===== src/design/xsr_pkg.sv =====
// ----------------------------------------------------------------------------
// xsr_pkg
// Shared types, constants and the xorshift128 step for the random ranger.
// ----------------------------------------------------------------------------
`default_nettype none

package xsr_pkg;

    localparam int unsigned TABLE_DEPTH   = 16;
    localparam int unsigned TABLE_IDX_W   = $clog2(TABLE_DEPTH);
    localparam int unsigned COUNT_W       = 5;
    localparam int unsigned WARMUP_STEPS  = 32;
    localparam logic [31:0] DEFAULT_SEED  = 32'd1;
    localparam logic [31:0] RESET_SEED    = 32'd1;

    localparam logic [31:0] INIT_Y        = 32'd362436069;
    localparam logic [31:0] INIT_Z        = 32'd521288629;
    localparam logic [31:0] INIT_W        = 32'd88675123;
    localparam logic [31:0] DRAW_OFFSET   = 32'h8000_0000;

    localparam int unsigned S_TDATA_W     = 128;
    localparam int unsigned M_TDATA_W     = 40;

    typedef enum logic [1:0] {
        MODE_RANGE  = 2'd0,
        MODE_BOOL   = 2'd1,
        MODE_CHOICE = 2'd2,
        MODE_LOAD   = 2'd3
    } mode_t;

    typedef struct packed {
        logic [31:0] x;
        logic [31:0] y;
        logic [31:0] z;
        logic [31:0] w;
    } gen_state_t;

    typedef struct packed {
        logic        busy;
        logic [31:0] draw;
    } gen_status_t;

    function automatic gen_state_t xs_advance(input gen_state_t s);
        logic [31:0] t;
        gen_state_t  n;
        t   = s.x ^ (s.x << 11);
        n.x = s.y;
        n.y = s.z;
        n.z = s.w;
        n.w = s.w ^ (s.w >> 19) ^ t ^ (t >> 8);
        return n;
    endfunction

    function automatic gen_state_t xs_seed(input logic [31:0] seed);
        gen_state_t n;
        n.x = seed;
        n.y = INIT_Y;
        n.z = INIT_Z;
        n.w = INIT_W;
        return n;
    endfunction

endpackage

`default_nettype wire


===== src/design/xsr_gen.sv =====
// ----------------------------------------------------------------------------
// xsr_gen
// Xorshift128 state, seed load and warm-up sequencer; gives the next draw.
// ----------------------------------------------------------------------------
`default_nettype none

module xsr_gen
    import xsr_pkg::*;
#(
    parameter int unsigned WARMUP_STEPS_P = WARMUP_STEPS,
    parameter logic [31:0] DEFAULT_SEED_P = DEFAULT_SEED
)
(
    input  wire logic        clk,
    input  wire logic        rst_n,
    input  wire logic        seed_wr_en,
    input  wire logic [31:0] seed_value,
    input  wire logic        step_en,
    output gen_status_t      status
);

    localparam int unsigned WCNT_W =
        ($clog2(WARMUP_STEPS_P + 1) > 0) ? $clog2(WARMUP_STEPS_P + 1) : 1;

    gen_state_t        state_reg,  state_next;
    logic [WCNT_W-1:0] warm_reg,   warm_next;
    gen_state_t        stepped;

    assign stepped = xs_advance(state_reg);

    always_comb
    begin
        state_next = state_reg;
        warm_next  = warm_reg;
        if (seed_wr_en)
        begin
            // a zero seed is replaced with DEFAULT_SEED_P
            state_next = xs_seed((seed_value == 32'd0) ? DEFAULT_SEED_P : seed_value);
            warm_next  = WCNT_W'(WARMUP_STEPS_P);
        end
        else if (warm_reg != '0)
        begin
            state_next = stepped;
            warm_next  = warm_reg - WCNT_W'(1);
        end
        else if (step_en)
        begin
            state_next = stepped;
        end
    end

    always_ff @(posedge clk or negedge rst_n)
    begin
        if (!rst_n)
        begin
            state_reg <= xs_seed(RESET_SEED);
            warm_reg  <= WCNT_W'(WARMUP_STEPS_P);
        end
        else
        begin
            state_reg <= state_next;
            warm_reg  <= warm_next;
        end
    end

    assign status.busy = (warm_reg != '0);
    assign status.draw = stepped.w + DRAW_OFFSET;

endmodule

`default_nettype wire


===== config.mk =====
export PLATFORM = sky130hd
export DESIGN_NAME = xsr_gen
export DESIGN_NICKNAME = d
export VERILOG_FILES = /design/src/design/xsr_pkg.sv /design/src/design/xsr_gen.sv
export SDC_FILE = /design/constraint.sdc
export NUM_CORES = 1
export LEC_CHECK = 0
export BUFFER_PORTS_ARGS = -buffer_cell sky130_fd_sc_hd__buf_4
export CAP_MARGIN = 20
export CORE_MARGIN = 1
export CORE_UTILIZATION = 45
export DETAILED_ROUTE_END_ITERATION = 12
export GPL_ROUTABILITY_DRIVEN = 0
export SYNTH_ARGS = -nofsm -noshare
export SYNTH_HDL_FRONTEND = slang
export SYNTH_SLANG_ARGS = --single-unit

===== constraint.sdc =====
create_clock -name clk -period 6.05 [get_ports clk]
set_clock_uncertainty 0.15 [all_clocks]
set_input_delay 1.21 -clock clk [delete_from_list [all_inputs] [get_ports clk]]
set_output_delay 1.21 -clock clk [all_outputs]
set_load 0.02 [all_outputs]

==> results by group <==
Outcome
  – Status: complete, no violations

Clocking
  – Post-CTS setup buffers: 0
  – CTS sink cnt: 134
  – Clk buf depth: 2
  – Post-CTS Resized: 0
  – CTS tree: done
  – H-tree depth: 4
  – Hold-fix buffers, CTS: 0
  – Root Buffer: clkbuf_16
  – Clock slew seen by the registers of the worst setup and hold paths: 0.05 ns
  – Total CTS buffers: 17
  – Clock Latency Late Sink: 0.41 ns

GRT
  – Initial antenna violation count: 0
  – Vias in the first global route: 4908
  – Wire length of the first global-routing pass: 26.11 mm
  – Global route overflow: 0
  – Largest net degree at the start of global routing: 94
  – Overall global routing resource usage: 21.47%

Synth
  – Main combinational cell family by area after synthesis: simple AND/OR/NAND/NOR gates
  – Synth top area share: 32.40%
  – Synth Area in Compound Gates: 8.658%
  – Gate Count Post-Synth: 689
  – Seq cells post-synth: 134
  – Async set-reset flop share out of synthesis: 100.0%
  – Sequential element share of the synthesized area: 50.77%
  – Synth Area in XOR/XNOR: 13.31%
  – Syn nets: 727
  – Adder and majority gate portion of the synthesized area: 0.3724%
  – Mux cell area share after synthesis: 4.934%
  – Area contributors post-synth: dfrtp_1 32%, dfstp_2 18%, xnor2_1 12%
  – Ys flop type: dfrtp_1
  – Simple-Gate Fraction of Synth Area: 18.73%
  – Post-synth EDFFs: 0
  – Mapped Area: 6720 µm²
  – Syn_area_per_cell: 9.754 µm²
  – Post-synthesis cell type count: 35
  – Most common cell in the netlist: nand2_1
  – Yosys top cell by area: dfrtp_1
  – Synth top cells by count: 166 x nand2_1, 92 x xnor2_1, 87 x dfrtp_1
  – Yosys warning total: 0

STA
  – Slew @ Worst Pin: 1.079 ns
  – RSZ-0062 raised after global routing: no
  – Tcrit/Tclk final: 57.77%
  – Max-slew headroom: 28.06%
  – Crit path time final: 3.495 ns
  – Fmax: 0.2861 GHz
  – Final TNS setup: 0 ns
  – Slew Limit Fails: 0
  – Final Setup Violations: 0
  – Final Hold Violating Endpoints: 0
  – WHS: 0.3359 ns

Power and ir drop
  – PD cells: 527.2 nW/µm²
  – Total power: 4132 µW
  – Pleak: 0.003356 µW
  – Peak supply drop: 0.2327 mV

Route
  – Wire per inst: 16.77 µm
  – Met3 routed WL: 627 µm
  – Drc violations: 0
  – Final wirelength: 15.68 mm
  – Routed vias/inst: 5.279
  – Via count: 4936
  – DR top layer: met4
  – Drt pass-1 iters: 4
  – Antenna-violating nets left: 0
  – WL met2: 7.321 mm
  – WL met1: 7.420 mm
  – Iteration-0 DRC Markers: 337

Worst setup path
  – Critical Path RT: 4.69 ns
  – Crit start category: flop
  – Critical Path AT: 2.13 ns
  – Setup CP Type: reg -> out
  – Critical Path End Type: output port
  – CP Max Fanout: 14

Place
  – Dpl hpwl: 10.14 mm
  – Port Buf Inserts: 68
  – Placed cells: 903

Finish
  – Area Growth Syn to Fin: 16.63%
  – Non-Filler Instances: 935
  – Finished Core Util: 53.93%
  – Share of cells above drive strength 1: 19.71%
  – N_diodes: 0
  – FILL cells: 1339
  – Fin nets: 776
  – Max reg flops: 128

Floorplanning
  – Core Box Area: 14530 µm²
  – Die Wd: 124.2 µm
  – Initial Util: 46.24%
  – Die area: 15430 µm²
  – Site Rows: 44
  – Ports: 69
  – Height of the die: 124.2 µm

Worst hold path
  – HP Class: reg -> reg

Run
  – Max Cap Viol: 0
## logic make-up (layout without fill, tap and decap cells)
logic type / Yosys count / after routing
simple gates: 266 / 266
mux: 33 / 33
flops: 134 / 134
buf+inv: 44 / 106
xor+xnor: 99 / 99
fa+ha+maj: 2 / 2
compound gates: 111 / 111
## cell usage in the layout (no fill, tap or decap), types with 22 or more instances in the layout
cell and n:
mux2i_1 32, dfstp_2 47, a21oi_1 51, dfrtp_1 87, nand2_1 165, xnor2_1 92, nor2_1 22, o21ai_0 51
buf_4 71, nand3b_1 34
## worst max-delay path: stages (launching register included)
cell     delay (ns)
dfrtp_1        0.42
nor3_2         0.79
nand2_1        0.27
buf_4          0.25
## final cells by class
| class | count | area, µm² | share of cell area, % |
|---|---|---|---|
| flip-flops and latches | 134 | 3412 | 43.53 |
| well taps | 184 | 230.2 | 2.937 |
| clock buffers | 28 | 496.7 | 6.338 |
| multi-input cells | 511 | 3102 | 39.58 |
| clock inverters | 4 | 45.04 | 0.5747 |
| inverters | 2 | 7.507 | 0.09579 |
| repair buffers | 72 | 544.3 | 6.944 |
## where the power goes
group	total [µW]	internal (µW)	leakage, µW	switching, µW
Combinational	1760	813	0.00149	946
Sequential	1410	1190	0.00160	220
Clock	961	596	0.000266	364
## final timing paths
path	cells after the start	end	start	slack, ns
setup reg to reg	5	state_reg[117]	warm_reg[2]	3.00
max in group asynchronous	2	state_reg[73]	rst_n	3.91
min in group asynchronous	1	state_reg[80]	rst_n	0.74
setup / recovery	3	status[32]	warm_reg[2]	2.56
hold reg to reg	2	state_reg[66]	state_reg[66]	0.34
hold / removal	2	state_reg[66]	state_reg[66]	0.34
## per-layer routing
layer  up-vias  track usage, %
met5         -               0
met4         0           8.292
met3        22           3.750
met2       101           31.78
met1      2424           31.25
li1       2389               -
## stage by stage
stage	setup WS, ns	cell area [µm²]
CTS	2.528	7838
floorplan	3.451	6720
detailed placement	2.505	7296
finish	2.555	7838
global route	2.342	7838
global placement	2.614	7296
No activity file was read; power rests on OpenSTA's default activity.
