===== config.mk =====
export PLATFORM = sky130hd
export DESIGN_NAME = xsr_table
export DESIGN_NICKNAME = d
export VERILOG_FILES = /design/src/design/xsr_pkg.sv /design/src/design/xsr_table.sv
export SDC_FILE = /design/constraint.sdc
export NUM_CORES = 1
export LEC_CHECK = 0
export ABC_AREA = 0
export ABC_CLOCK_PERIOD_IN_PS = 2140
export BUFFER_PORTS_ARGS = -buffer_cell sky130_fd_sc_hd__buf_4
export CAP_MARGIN = 0
export CORE_MARGIN = 10
export CORE_UTILIZATION = 45
export CTS_BUF_LIST = sky130_fd_sc_hd__clkbuf_16
export CTS_CLUSTER_DIAMETER = 100
export DETAILED_ROUTE_END_ITERATION = 12
export MAX_ROUTING_LAYER = met4
export PLACE_DENSITY_LB_ADDON = 0.15
export RECOVER_POWER = 50
export SYNTH_ARGS = -nofsm -noshare
export SYNTH_HDL_FRONTEND = slang
export SYNTH_SLANG_ARGS = --single-unit

===== constraint.sdc =====
create_clock -name clk -period 2.14 [get_ports clk]
set_input_delay 0.214 -clock clk [delete_from_list [all_inputs] [get_ports clk]]
set_output_delay 0.214 -clock clk [all_outputs]
set_load 0.01 [all_outputs]

===== src/design/xsr_pkg.sv =====
// ----------------------------------------------------------------------------
// xsr_pkg
// Shared types, constants and the xorshift128 step for the random ranger.
// ----------------------------------------------------------------------------
`default_nettype none

package xsr_pkg;

    localparam int unsigned TABLE_DEPTH   = 16;
    localparam int unsigned TABLE_IDX_W   = $clog2(TABLE_DEPTH);
    localparam int unsigned COUNT_W       = 5;
    localparam int unsigned WARMUP_STEPS  = 32;
    localparam logic [31:0] DEFAULT_SEED  = 32'd1;
    localparam logic [31:0] RESET_SEED    = 32'd1;

    localparam logic [31:0] INIT_Y        = 32'd362436069;
    localparam logic [31:0] INIT_Z        = 32'd521288629;
    localparam logic [31:0] INIT_W        = 32'd88675123;
    localparam logic [31:0] DRAW_OFFSET   = 32'h8000_0000;

    localparam int unsigned S_TDATA_W     = 128;
    localparam int unsigned M_TDATA_W     = 40;

    typedef enum logic [1:0] {
        MODE_RANGE  = 2'd0,
        MODE_BOOL   = 2'd1,
        MODE_CHOICE = 2'd2,
        MODE_LOAD   = 2'd3
    } mode_t;

    typedef struct packed {
        logic [31:0] x;
        logic [31:0] y;
        logic [31:0] z;
        logic [31:0] w;
    } gen_state_t;

    typedef struct packed {
        logic        busy;
        logic [31:0] draw;
    } gen_status_t;

    function automatic gen_state_t xs_advance(input gen_state_t s);
        logic [31:0] t;
        gen_state_t  n;
        t   = s.x ^ (s.x << 11);
        n.x = s.y;
        n.y = s.z;
        n.z = s.w;
        n.w = s.w ^ (s.w >> 19) ^ t ^ (t >> 8);
        return n;
    endfunction

    function automatic gen_state_t xs_seed(input logic [31:0] seed);
        gen_state_t n;
        n.x = seed;
        n.y = INIT_Y;
        n.z = INIT_Z;
        n.w = INIT_W;
        return n;
    endfunction

endpackage

`default_nettype wire


===== src/design/xsr_table.sv =====
// ----------------------------------------------------------------------------
// xsr_table
// Choice table: one write port, one read port, cleared by reset.
// ----------------------------------------------------------------------------
`default_nettype none

module xsr_table
    import xsr_pkg::*;
(
    input  wire logic                   clk,
    input  wire logic                   rst_n,
    input  wire logic                   wr_en,
    input  wire logic [TABLE_IDX_W-1:0] wr_addr,
    input  wire logic [31:0]            wr_data,
    input  wire logic [TABLE_IDX_W-1:0] rd_addr,
    output logic [31:0]                 rd_data
);

    logic [31:0] entry_reg [TABLE_DEPTH];

    always_ff @(posedge clk or negedge rst_n)
    begin
        if (!rst_n)
        begin
            for (int i = 0; i < TABLE_DEPTH; i++)
            begin
                entry_reg[i] <= '0;
            end
        end
        else if (wr_en)
        begin
            entry_reg[wr_addr] <= wr_data;
        end
    end

    assign rd_data = entry_reg[rd_addr];

endmodule

`default_nettype wire


==> results.sh <==
export IMPL_clockRootBuffer="clkbuf_16"
export IMPL_setup_viol=9
export IMPL_vias=12800
export IMPL_arrival_ns=1.97
export IMPL_ys_seq_area_share_pct=56.3
export IMPL_place_area_um2=24700
export IMPL_pwr_share_comb_pct=19.0
export IMPL_antenna_found_initial=3
export IMPL_crit_path_end_kind="primary output"
export IMPL_endpoint="rd_data[9]"
export IMPL_fin_tns_setup_ns=-0.150
export IMPL_wl_mm=56.4
export IMPL_drv_cap=0
export IMPL_start_kind="flip-flop"
export IMPL_cts_tree="done"
export IMPL_die_area_um2=60000
export IMPL_drive_gt1_share_pct=57.9
export IMPL_dr_pass1_iters=5
export IMPL_vias_per_cell=5.75
export IMPL_ys_ff_latch=512
export IMPL_final_area_um2=26700
export IMPL_gp_congestion=0.752
export IMPL_violations="negative setup slack"
export IMPL_switching_share_pct=25.5
export IMPL_power_density_nw_per_um2=1000
export IMPL_fmax_ghz=0.457
export IMPL_crit_path_max_fanout=2
export IMPL_min_period_ns=2.19
export IMPL_hold_violations=0
export IMPL_cts_buffer_depth=3
export IMPL_p_switching_uw=6840
export IMPL_path_class="reg2out"
export IMPL_max_slew_worst_pin_slew_ns=1.45
export IMPL_syn_num_nets=1447
export IMPL_rows=82
export IMPL_pwr_share_seq_pct=48.5
export IMPL_grt_remaining_overflow=0
export IMPL_clk_pin_slew_ns=0.06
export IMPL_synth_distinct_cells=18
export IMPL_dp_cells=2088
export IMPL_regToRegSetupSlack_ns=1.27
export IMPL_htreeDepth=2
export IMPL_relSlewSlack_pct=3.43
export IMPL_dp_hpwl_mm=32.9
export IMPL_reg2reg_to="entry_reg[178]$_DFFE_PN0P_"
export IMPL_clock_latency_ns=0.60
export IMPL_pwr_share_clk_pct=32.5
export IMPL_rsz0062_at_grt="true"
export IMPL_reg2reg_depth=2
export IMPL_wl_per_cell_um=25.3
export IMPL_cts_buffers_inserted=55
export IMPL_syn_area_per_cell_um2=16.2
export IMPL_fin_ws_ns=-0.0464
export IMPL_status="finished, violations left"
export IMPL_leakage_uw=0.0114
export IMPL_syn_inst=1404
export IMPL_peakVddDrop_v=0.000624
export IMPL_start_util_pct=45.5
export IMPL_dieHeight_um=245
export IMPL_remaining_drc_errors=0
export IMPL_area_growth_pct=17.3
export IMPL_coreArea_um2=50100
export IMPL_fin_util_pct=53.4
export IMPL_final_cells=2227
export IMPL_pin_count=75
export IMPL_largest_reg_flops=512
export IMPL_hold_path_class="in2reg"
export IMPL_cp_startpoint="entry_reg[393]$_DFFE_PN0P_"
export IMPL_grt_pass1_vias=13800
export IMPL_ant_nets=0
export IMPL_grt_pass1_wl_mm=87.9
export IMPL_rr_startpoint="entry_reg[178]$_DFFE_PN0P_"
export IMPL_cts_sinks=512
export IMPL_grt_usage_pct=19.7
export IMPL_drt_iter0_drc=759
export IMPL_nNetsFinal=1551
export IMPL_fin_crit_sh_pct=102
export IMPL_p_int_uw=20000
export IMPL_grt_max_degree=72
export IMPL_finalClockSkew_ns=0
export IMPL_io_buffers=74
export IMPL_worstPathRequired_ns=1.93
export IMPL_slew_violations=0
export IMPL_mappedNetlistArea_um2=22800
export IMPL_yosys_warnings=0
export IMPL_dp_slack_ns=0.142
export IMPL_die_w_um=245
==> per-stage QoR <==
step	power [µW]	hold WS (ns)
after floorplan	16400	-0.0816
after global placement	17900	0.189
after detailed placement	18100	0.184
after CTS	27200	0.0408
after global routing	28200	0.179
final	26800	0.151
==> how the worst min path moves through the flow <==
stage	startpoint	to	slack [ns]	depth (start not counted)
6_report	wr_addr[2]	entry_reg[444]$_DFFE_PN0P_	0.15	3
5_1_grt	wr_addr[2]	entry_reg[442]$_DFFE_PN0P_	0.18	3
4_1_cts	wr_addr[2]	entry_reg[442]$_DFFE_PN0P_	0.04	3
3_5_place_dp	rst_n	entry_reg[482]$_DFFE_PN0P_	0.18	1
3_3_place_gp	rst_n	entry_reg[482]$_DFFE_PN0P_	0.19	1
2_1_floorplan	rst_n	entry_reg[0]$_DFFE_PN0P_	-0.08	0
==> worst max-delay path, stage by stage, from the launching register on <==
cell and delay (ns):
dfrtp_1 0.37, mux4_2 0.47, a22oi_2 0.24, nand2_2 0.12, buf_6 0.14
==> cells in the final DEF (no fill, tap or decap), types with 3 or more instances in the layout <==
master	netlist	layout
nand2b_1	3	3
mux2_2	509	508
clkinv_1	0	15
diode_2	0	3
nand2_1	34	24
nor2_1	7	4
clkbuf_2	0	8
a22oi_2	0	30
buf_6	0	27
inv_1	0	16
clkbuf_16	0	55
dfrtp_1	512	512
buf_12	0	25
dlygate4sd3_1	0	33
nor3_2	0	5
mux2_1	3	4
nand2_2	0	10
clkinv_2	0	9
a22oi_1	64	34
nor2_4	0	3
mux4_2	128	128
buf_4	0	76
==> per-layer routing <==
layer	global-route usage (%)	routed length (µm)	up-vias
li1	-	-	5485
met1	26.8	26500	7016
met2	30.6	26800	234
met3	2.95	2080	77
met4	5.37	1030	0
met5	-	0	-
==> synth_stat cells <==
cell      instances  area share (%)
buf_2            62             1.4
nand3b_1          2           0.066
mux4_2          128              13
or4_1             1           0.033
nand2b_1          3           0.082
nor4_2            1           0.055
nand2_1          34            0.56
dfrtp_1         512              56
mux2_1            3            0.15
or3_1             2           0.055
a22oi_1          64             2.1
nor3_1            6            0.13
and2_1            1           0.027
nor2b_1           2           0.055
nor2_1            7            0.12
nand3_1           2           0.044
mux2_2          509              25
clkbuf_1         65             1.1
==> power groups by stage <==
stage,Clock (µW),Combinational [µW],Sequential (µW)
2_1_floorplan,0,3640,12800
3_3_place_gp,0,4790,13100
3_5_place_dp,0,4930,13200
4_1_cts,8970,5180,13000
5_1_grt,9360,5530,13300
6_report,8720,5090,13000
==> logic make-up (layout without fill, tap and decap cells) <==
logic type,Yosys count,count (layout),synth area share [%]
flops,512,512,56.3
mux,640,640,38.0
compound gates,64,64,2.11
simple gates,61,61,1.23
buf+inv,127,275,2.43
other cells,0,3,0
==> timing repair <==
action	4_1_cts	5_1_grt
hold buffers	33	0
setup endpoints to repair	30	32
buffers inserted	3	0
resized for setup	53	8
endpoints found under the hold margin	812	0
pin swaps	47	11
==> layout make-up <==
| cell class | count | area (µm²) |
|---|---|---|
| Tap cell | 672 | 841 |
| Multi-Input combinational cell | 765 | 9640 |
| Sequential cell | 512 | 12800 |
| Clock buffer | 55 | 1380 |
| Timing Repair Buffer | 174 | 1780 |
| Clock inverter | 46 | 260 |
| Fill cell | 4205 | 23300 |
| Antenna cell | 3 | 7.51 |
Note: power is estimated with default switching activity, not from simulation.
